### src/rtl/qrs_isqrt.sv
// ----------------------------------------------------------------------------
// qrs_isqrt
// Pipelined integer square root, one result bit per stage, with sideband.
// ----------------------------------------------------------------------------
module qrs_isqrt #(
    parameter int IN_W   = 65,
    parameter int ROOT_W = 33,
    parameter int SIDE_W = 8
) (
    input  logic              clk,
    input  logic              rst_n,
    input  logic              ce,
    input  logic              in_valid,
    input  logic [IN_W-1:0]   in_rad,
    input  logic [SIDE_W-1:0] in_side,
    output logic              out_valid,
    output logic [ROOT_W-1:0] out_root,
    output logic [SIDE_W-1:0] out_side
);
    localparam int PAD_W = 2 * ROOT_W;
    localparam int REM_W = ROOT_W + 3;

    logic              valid_reg [ROOT_W];
    logic [PAD_W-1:0]  rad_reg   [ROOT_W];
    logic [REM_W-1:0]  rem_reg   [ROOT_W];
    logic [ROOT_W-1:0] root_reg  [ROOT_W];
    logic [SIDE_W-1:0] side_reg  [ROOT_W];

    for (genvar k = 0; k < ROOT_W; k++) begin : g_stage
        logic              valid_prev;
        logic [PAD_W-1:0]  rad_prev;
        logic [REM_W-1:0]  rem_prev;
        logic [ROOT_W-1:0] root_prev;
        logic [SIDE_W-1:0] side_prev;
        logic [REM_W-1:0]  rem_sh;
        logic [REM_W-1:0]  trial;
        logic              ge;
        logic [PAD_W-1:0]  rad_next;
        logic [REM_W-1:0]  rem_next;
        logic [ROOT_W-1:0] root_next;

        if (k == 0) begin : g_first
            assign valid_prev = in_valid;
            assign rad_prev   = {{(PAD_W-IN_W){1'b0}}, in_rad};
            assign rem_prev   = '0;
            assign root_prev  = '0;
            assign side_prev  = in_side;
        end
        else begin : g_next
            assign valid_prev = valid_reg[k-1];
            assign rad_prev   = rad_reg[k-1];
            assign rem_prev   = rem_reg[k-1];
            assign root_prev  = root_reg[k-1];
            assign side_prev  = side_reg[k-1];
        end

        always_comb
        begin
            rem_sh    = {rem_prev[REM_W-3:0], rad_prev[PAD_W-1 -: 2]};
            trial     = {1'b0, root_prev, 2'b01};
            ge        = (rem_sh >= trial);
            rem_next  = ge ? (rem_sh - trial) : rem_sh;
            root_next = {root_prev[ROOT_W-2:0], ge};
            rad_next  = {rad_prev[PAD_W-3:0], 2'b00};
        end

        always_ff @(posedge clk or negedge rst_n)
        begin
            if (!rst_n)
            begin
                valid_reg[k] <= 1'b0;
            end
            else if (ce)
            begin
                valid_reg[k] <= valid_prev;
            end
        end

        always_ff @(posedge clk)
        begin
            if (ce)
            begin
                rad_reg[k]  <= rad_next;
                rem_reg[k]  <= rem_next;
                root_reg[k] <= root_next;
                side_reg[k] <= side_prev;
            end
        end
    end

    assign out_valid = valid_reg[ROOT_W-1];
    assign out_root  = root_reg[ROOT_W-1];
    assign out_side  = side_reg[ROOT_W-1];

endmodule

### config.mk
export PLATFORM = sky130hd
export DESIGN_NAME = qrs_isqrt
export DESIGN_NICKNAME = d
export VERILOG_FILES = /design/src/rtl/qrs_isqrt.sv
export SDC_FILE = /design/constraint.sdc
export NUM_CORES = 2
export LEC_CHECK = 0
export ABC_CLOCK_PERIOD_IN_PS = 4200
export BUFFER_PORTS_ARGS = -buffer_cell sky130_fd_sc_hd__buf_4
export CAP_MARGIN = 0
export CORE_UTILIZATION = 50
export DETAILED_ROUTE_END_ITERATION = 10
export GPL_TIMING_DRIVEN = 1
export PLACE_DENSITY = 0.62
export SKIP_CTS_REPAIR_TIMING = 1
export SYNTH_ARGS = -nofsm -noshare
export SYNTH_HDL_FRONTEND = slang
export SYNTH_MEMORY_MAX_BITS = 65536
export SYNTH_SLANG_ARGS = --single-unit
### constraint.sdc
create_clock -name clk -period 4.2 [get_ports clk]
set_clock_uncertainty 0.05 [all_clocks]
set_input_delay 0.21 -clock clk [delete_from_list [all_inputs] [get_ports clk]]
set_output_delay 0.21 -clock clk [all_outputs]
set_load 0.005 [all_outputs]
Word level (Yosys, flattened, before mapping) --
Memory sizes are Yosys's and may differ from the RTL's. Index checks and enable logic that the tools add are counted.
Storage, ports and cells: register bits 33, RAM bits 4653, input bits 77, output and inout port bits 42, memories kept 4
Cells by class: add/sub/neg operators 33, order comparisons 33, muxes and demuxes 35
Memory list:
- rad_reg | words 33, width 64, rd ports 32, clocked after Yosys merged registers in 0, write ports 33, line 24 | logic [PAD_W-1:0] rad_reg [ROOT_W];
- rem_reg | words 33, width 36, rd ports 32, clocked after Yosys merged registers in 0, write ports 33, line 25 | logic [REM_W-1:0] rem_reg [ROOT_W];
- root_reg | words 33, width 33, rd ports 33, clocked after Yosys merged registers in 0, write ports 33, line 26 | logic [ROOT_W-1:0] root_reg [ROOT_W];
- side_reg | words 33, width 8, rd ports 33, clocked after Yosys merged registers in 0, write ports 33, line 27 | logic [SIDE_W-1:0] side_reg [ROOT_W];
Operators by type and width (number):
- 36-bit 2-to-1 mux | 33
- 36-bit by 35-bit greater-or-equal comparator with 1-bit output | 32
- 36-bit by 35-bit subtractor with 36-bit output | 32
- 1-bit 2-to-1 mux | 2
- 1-bit by 1-bit subtractor with 2-bit output (second input constant) | 1
- 1-bit greater-or-equal comparator (second input constant) | 1

Longest topological paths before layout --
An unclocked memory read counts as a cell.
depth in word-level cells 3, gate-level depth with buffers 15

Least setup slack after synthesis --
No wires, ideal clock.
kind register to register, from memory rem_reg[0][374] (netlist name), to memory rem_reg[0][400] (netlist name) (data pin), library setup time 260 ps, data arrival time 3388 ps, data required time 3890 ps, setup slack 502 ps, cell stages (with the launch flop) 10, path buffers 1, period minus slack after synthesis 3698 ps, cells stage by stage edfxtp_1 > or4_4 > or4_4 > or3_4 > nor4_4 > nand3_2 > or4_4 > or3_1 > buf_6 > mux2_4
RTL lines (line):
- start: declaration | 25

==> flow_summary.html <==
<table>
<tr><th>Metric</th><th>Value</th></tr>
<tr><th colspan="2">Setup path</th></tr>
<tr><td>Arrival time of data at the critical path endpoint</td><td>roughly 4.5 ns</td></tr>
<tr><td>Worst setup EP type</td><td>register</td></tr>
<tr><td>Length in cells of the worst reg-to-reg path</td><td>11</td></tr>
<tr><td>Required arrival time at the worst endpoint</td><td>roughly 4.8 ns</td></tr>
<tr><td>Worst reg2reg path endpoint</td><td>rem_reg[0][1034]$_DFFE_PP_</td></tr>
<tr><td>Critical Path Source Type</td><td>register</td></tr>
<tr><td>Setup slack of the most critical reg-to-reg path</td><td>0.25 ns</td></tr>
<tr><td>Worst setup path endpoint</td><td>rem_reg[0][1034]$_DFFE_PP_</td></tr>
<tr><td>Class of the most critical setup path</td><td>register to register</td></tr>
<tr><td>Startpoint of the worst register-to-register path</td><td>rem_reg[0][972]$_DFFE_PP_</td></tr>
<tr><td>Timing startpoint of the critical path</td><td>rem_reg[0][972]$_DFFE_PP_</td></tr>
<tr><td>Critical-path maximum fanout</td><td>5</td></tr>
<tr><th colspan="2">Detailed routing</th></tr>
<tr><td>ANT nets after route</td><td>0</td></tr>
<tr><td>Post-detailed-route wirelength per cell</td><td>about 18 um</td></tr>
<tr><td>DR iter-0 viols</td><td>about 5.7k</td></tr>
<tr><td>DR DRC count</td><td>0</td></tr>
<tr><td>Vias per cell</td><td>between 5 and 6</td></tr>
<tr><td>Total number of vias</td><td>a little under 80k</td></tr>
<tr><td>First-pass detailed-route iteration total</td><td>6</td></tr>
<tr><td>Total wirelength of the detailed-routed design</td><td>about 260000 um</td></tr>
<tr><th colspan="2">Floorplan</th></tr>
<tr><td>I/O pin count</td><td>approximately 120</td></tr>
<tr><td>Die width</td><td>between 500 and 600 um</td></tr>
<tr><td>Effective utilization at floorplan</td><td>0.503</td></tr>
<tr><td>Y dimension of the die</td><td>a little over 500 um</td></tr>
<tr><td>Core ar.</td><td>roughly 0.26 mm^2</td></tr>
<tr><td>Overall die area</td><td>between 0.2 and 0.3 mm^2</td></tr>
<tr><td>Num rows</td><td>approximately 190</td></tr>
<tr><th colspan="2">Power and ir drop</th></tr>
<tr><td>Maximum vdd ir drop</td><td>a little over 0.4 mV</td></tr>
<tr><td>Leakage</td><td>0.0576 uW</td></tr>
<tr><td>Cell Pwr Density</td><td>555 mW/mm^2</td></tr>
<tr><th colspan="2">Job</th></tr>
<tr><td>Max-capacitance violation count</td><td>0</td></tr>
<tr><th colspan="2">Hold path</th></tr>
<tr><td>Hold crit path type</td><td>input pin to register</td></tr>
<tr><th colspan="2">Logic synthesis</th></tr>
<tr><td>Post-synth top cells</td><td>sky130_fd_sc_hd__edfxtp_1, sky130_fd_sc_hd__inv_1, sky130_fd_sc_hd__a21oi_1</td></tr>
<tr><td>Top cell type by total area after synthesis</td><td>sky130_fd_sc_hd__edfxtp_1</td></tr>
<tr><td>Avg Synthesized Cell Area</td><td>roughly 13 um^2</td></tr>
<tr><td>Number of enable-type register cells in the synthesized netlist</td><td>between 2k and 3k</td></tr>
<tr><td>Cells taking the most area after synthesis</td><td>sky130_fd_sc_hd__edfxtp_1, sky130_fd_sc_hd__ha_1, sky130_fd_sc_hd__xor2_1, sky130_fd_sc_hd__xnor2_1, sky130_fd_sc_hd__a21oi_1</td></tr>
<tr><td>Proportion of netlist area held by the largest area contributor</td><td>0.663</td></tr>
<tr><td>Async S/R FF share, synth</td><td>0.0112</td></tr>
<tr><td>Leading register cell type out of synthesis</td><td>sky130_fd_sc_hd__edfxtp_1</td></tr>
<tr><td>Cells after Synth</td><td>~9.8k</td></tr>
<tr><td>Sequential share of the synthesized area</td><td>0.669</td></tr>
<tr><td>Syn nets</td><td>between 10k and 15k</td></tr>
<tr><td>Post-synthesis instance area</td><td>approximately 0.13 mm^2</td></tr>
<tr><td>Synth Warn #</td><td>0</td></tr>
<tr><td>Post-synthesis register bit count</td><td>a little under 3k</td></tr>
<tr><td>Synth cell types</td><td>94</td></tr>
<tr><td>Cell with the most instances after synthesis</td><td>sky130_fd_sc_hd__edfxtp_1</td></tr>
<tr><th colspan="2">Placed design</th></tr>
<tr><td>Post-placement cell area</td><td>between 0.1 and 0.15 mm^2</td></tr>
<tr><td>Detail Placement HPWL</td><td>184000 um</td></tr>
<tr><td>Global placement routability congestion</td><td>approximately 0.9</td></tr>
<tr><td>Number of buffers inserted by port buffering</td><td>between 100 and 150</td></tr>
<tr><th colspan="2">Layout</th></tr>
<tr><td>Number of nets in the finished design</td><td>about 11k</td></tr>
<tr><td>Flip-flop count of the largest register, all copies and words added</td><td>between 1k and 1.5k</td></tr>
<tr><td>Ratio of cells with drive above 1 in the final layout</td><td>0.0876</td></tr>
<tr><td>Area growth from synthesis to layout</td><td>13.8%</td></tr>
<tr><td>Design area</td><td>between 0.15 and 0.2 mm^2</td></tr>
<tr><th colspan="2">STA</th></tr>
<tr><td>Fraction of the cycle the final worst path needs</td><td>0.939</td></tr>
<tr><td>Final-report max-slew violation count</td><td>0</td></tr>
<tr><td>Measured slew at the worst slew-check pin</td><td>1.27 ns</td></tr>
<tr><td>Post-layout minimum cycle time</td><td>between 3 and 4 ns</td></tr>
<tr><td>Worst max-slew margin expressed relative to the limit</td><td>0.140</td></tr>
<tr><td>Achievable Freq</td><td>253 MHz</td></tr>
<tr><td>Post-Route Hold Slack</td><td>around 0.023 ns</td></tr>
<tr><td>Setup violation total in the final timing report</td><td>0</td></tr>
<tr><td>Hold Vio Cnt, Final</td><td>0</td></tr>
<tr><td>Setup TNS</td><td>0 ns</td></tr>
<tr><th colspan="2">Clock tree</th></tr>
<tr><td>Clock transition at the registers of the reported paths</td><td>roughly 0.060 ns</td></tr>
<tr><td>Master cell of the clock root buffer</td><td>sky130_fd_sc_hd__clkbuf_16</td></tr>
<tr><td>Clk_lat worst skew</td><td>approximately 0.95 ns</td></tr>
<tr><td>Clock tree from TritonCTS</td><td>built</td></tr>
<tr><td>Sink count of the clock tree</td><td>between 2k and 3k</td></tr>
<tr><td>Buffer depth of the longest clock path</td><td>4</td></tr>
<tr><td>Total clock buffers created by CTS</td><td>316</td></tr>
<tr><td>H-Tree Level Count</td><td>5</td></tr>
<tr><th colspan="2">Global route</th></tr>
<tr><td>Vias in the first global route</td><td>75.3k</td></tr>
<tr><td>Overall Global Routing Usage</td><td>0.194</td></tr>
<tr><td>Antenna violations before repair</td><td>7</td></tr>
<tr><td>Maximum number of pins on one net before global-route repair</td><td>153</td></tr>
<tr><td>Leftover overflow at the end of global routing</td><td>0</td></tr>
<tr><td>Global-route wire length before repair</td><td>slightly above 400000 um</td></tr>
<tr><th colspan="2">Outcome</th></tr>
<tr><td>Run status</td><td>finished, final reports clean</td></tr>
</table>
[report_power, final]
part	total [uW]	internal, uW	switching [uW]	leakage [uW]
registers	39300	37000	2260	0.0285
logic	16200	6930	9260	0.0240
clock network	27800	16400	11500	0.00509
[stage by stage]
stage               power [uW]  worst slack [ns]   util  instances
detailed placement       55800             0.142  0.526      13400
global route             87500          -0.00477  0.572      14100
CTS                      84100           -0.0191  0.566      14000
floorplan                50600             0.502      -       9794
global placement         55500            0.0990  0.526      13400
finish                   83300             0.254  0.572      14100
[worst max-delay path: stages, from the launching register on]
cell,delay [ns]
sky130_fd_sc_hd__edfxtp_1,0.39
sky130_fd_sc_hd__ha_1,0.36
sky130_fd_sc_hd__nor2b_1,0.14
sky130_fd_sc_hd__o21ai_0,0.22
sky130_fd_sc_hd__a21oi_1,0.15
sky130_fd_sc_hd__o31ai_1,0.43
sky130_fd_sc_hd__a21boi_0,0.21
sky130_fd_sc_hd__or2_2,0.38
sky130_fd_sc_hd__a221o_1,0.46
sky130_fd_sc_hd__a2111oi_0,0.46
sky130_fd_sc_hd__a31oi_1,0.08
sky130_fd_sc_hd__a31o_2,0.25
[worst min path at each step]
| stage | startpoint | to | slack, ns | cells after the start |
|---|---|---|---|---|
| floorplan | rst_n | g_stage[10].valid_prev$_DFFE_PN0P_ | -0.14 | 0 |
| global placement | rst_n | g_stage[32].valid_prev$_DFFE_PN0P_ | 0.11 | 1 |
| detailed placement | rst_n | out_valid$_DFFE_PN0P_ | 0.12 | 1 |
| CTS | rst_n | g_stage[21].valid_prev$_DFFE_PN0P_ | -0.92 | 1 |
| global route | in_rad[21] | rad_reg[0][21]$_DFFE_PP_ | 0.007 | 2 |
| finish | in_rad[21] | rad_reg[0][21]$_DFFE_PP_ | 0.02 | 2 |
[final cells by class]
type                    count  area, um^2
inverters                 767        2880
multi-input cells        5902       40200
diodes                      1        2.50
clock buffers             372        8170
fillers                 21100      112000
clock inverters           200        2280
repair buffers            413        3950
flip-flops and latches   2946       88300
well taps                3515        4400
[layout by cell type, fill, tap and decap left out, types with 52 or more instances in the layout]
| cell type | synthesis | routed |
|---|---|---|
| sky130_fd_sc_hd__clkinv_2 | 0 | 54 |
| sky130_fd_sc_hd__nor3_1 | 221 | 220 |
| sky130_fd_sc_hd__o21bai_1 | 61 | 60 |
| sky130_fd_sc_hd__mux2_2 | 92 | 92 |
| sky130_fd_sc_hd__xnor2_1 | 429 | 429 |
| sky130_fd_sc_hd__nand4_1 | 111 | 111 |
| sky130_fd_sc_hd__nor2_1 | 596 | 595 |
| sky130_fd_sc_hd__or4_1 | 55 | 55 |
| sky130_fd_sc_hd__o21a_1 | 111 | 111 |
| sky130_fd_sc_hd__ha_1 | 594 | 594 |
| sky130_fd_sc_hd__a21o_1 | 279 | 278 |
| sky130_fd_sc_hd__xor2_1 | 442 | 442 |
| sky130_fd_sc_hd__inv_1 | 764 | 764 |
| sky130_fd_sc_hd__o21ai_0 | 486 | 485 |
| sky130_fd_sc_hd__clkbuf_16 | 0 | 318 |
| sky130_fd_sc_hd__nor2b_1 | 95 | 95 |
| sky130_fd_sc_hd__nand3_1 | 118 | 118 |
| sky130_fd_sc_hd__or3_1 | 96 | 96 |
| sky130_fd_sc_hd__nand2_1 | 623 | 623 |
| sky130_fd_sc_hd__edfxtp_1 | 2913 | 2913 |
| sky130_fd_sc_hd__o31ai_1 | 63 | 61 |
| sky130_fd_sc_hd__or2_2 | 52 | 52 |
| sky130_fd_sc_hd__clkbuf_1 | 153 | 53 |
| sky130_fd_sc_hd__nor4_1 | 115 | 114 |
| sky130_fd_sc_hd__a21oi_1 | 629 | 625 |
| sky130_fd_sc_hd__clkinv_1 | 1 | 67 |
| sky130_fd_sc_hd__buf_4 | 3 | 228 |
| sky130_fd_sc_hd__nand2b_1 | 108 | 108 |
| sky130_fd_sc_hd__dlygate4sd3_1 | 0 | 147 |
[metal layers]
layer  GRT usage  vias up  routed length, um
li1            -    37400                  -
met1       0.272    37300             119000
met2       0.315     1745             122000
met3      0.0234      493              11400
met4      0.0610        2               7500
met5           0        -                 13
[kinds of logic after synthesis]
group | after synthesis | synth area share
flops | 2946 | 0.669
other cells | 1 | 0.0000284
xor+xnor | 872 | 0.0579
buf+inv | 946 | 0.0272
compound gates | 1964 | 0.0920
fa+ha+maj | 594 | 0.0563
simple gates | 2361 | 0.0880
mux | 110 | 0.00948
(Power assumes the default switching activity.)
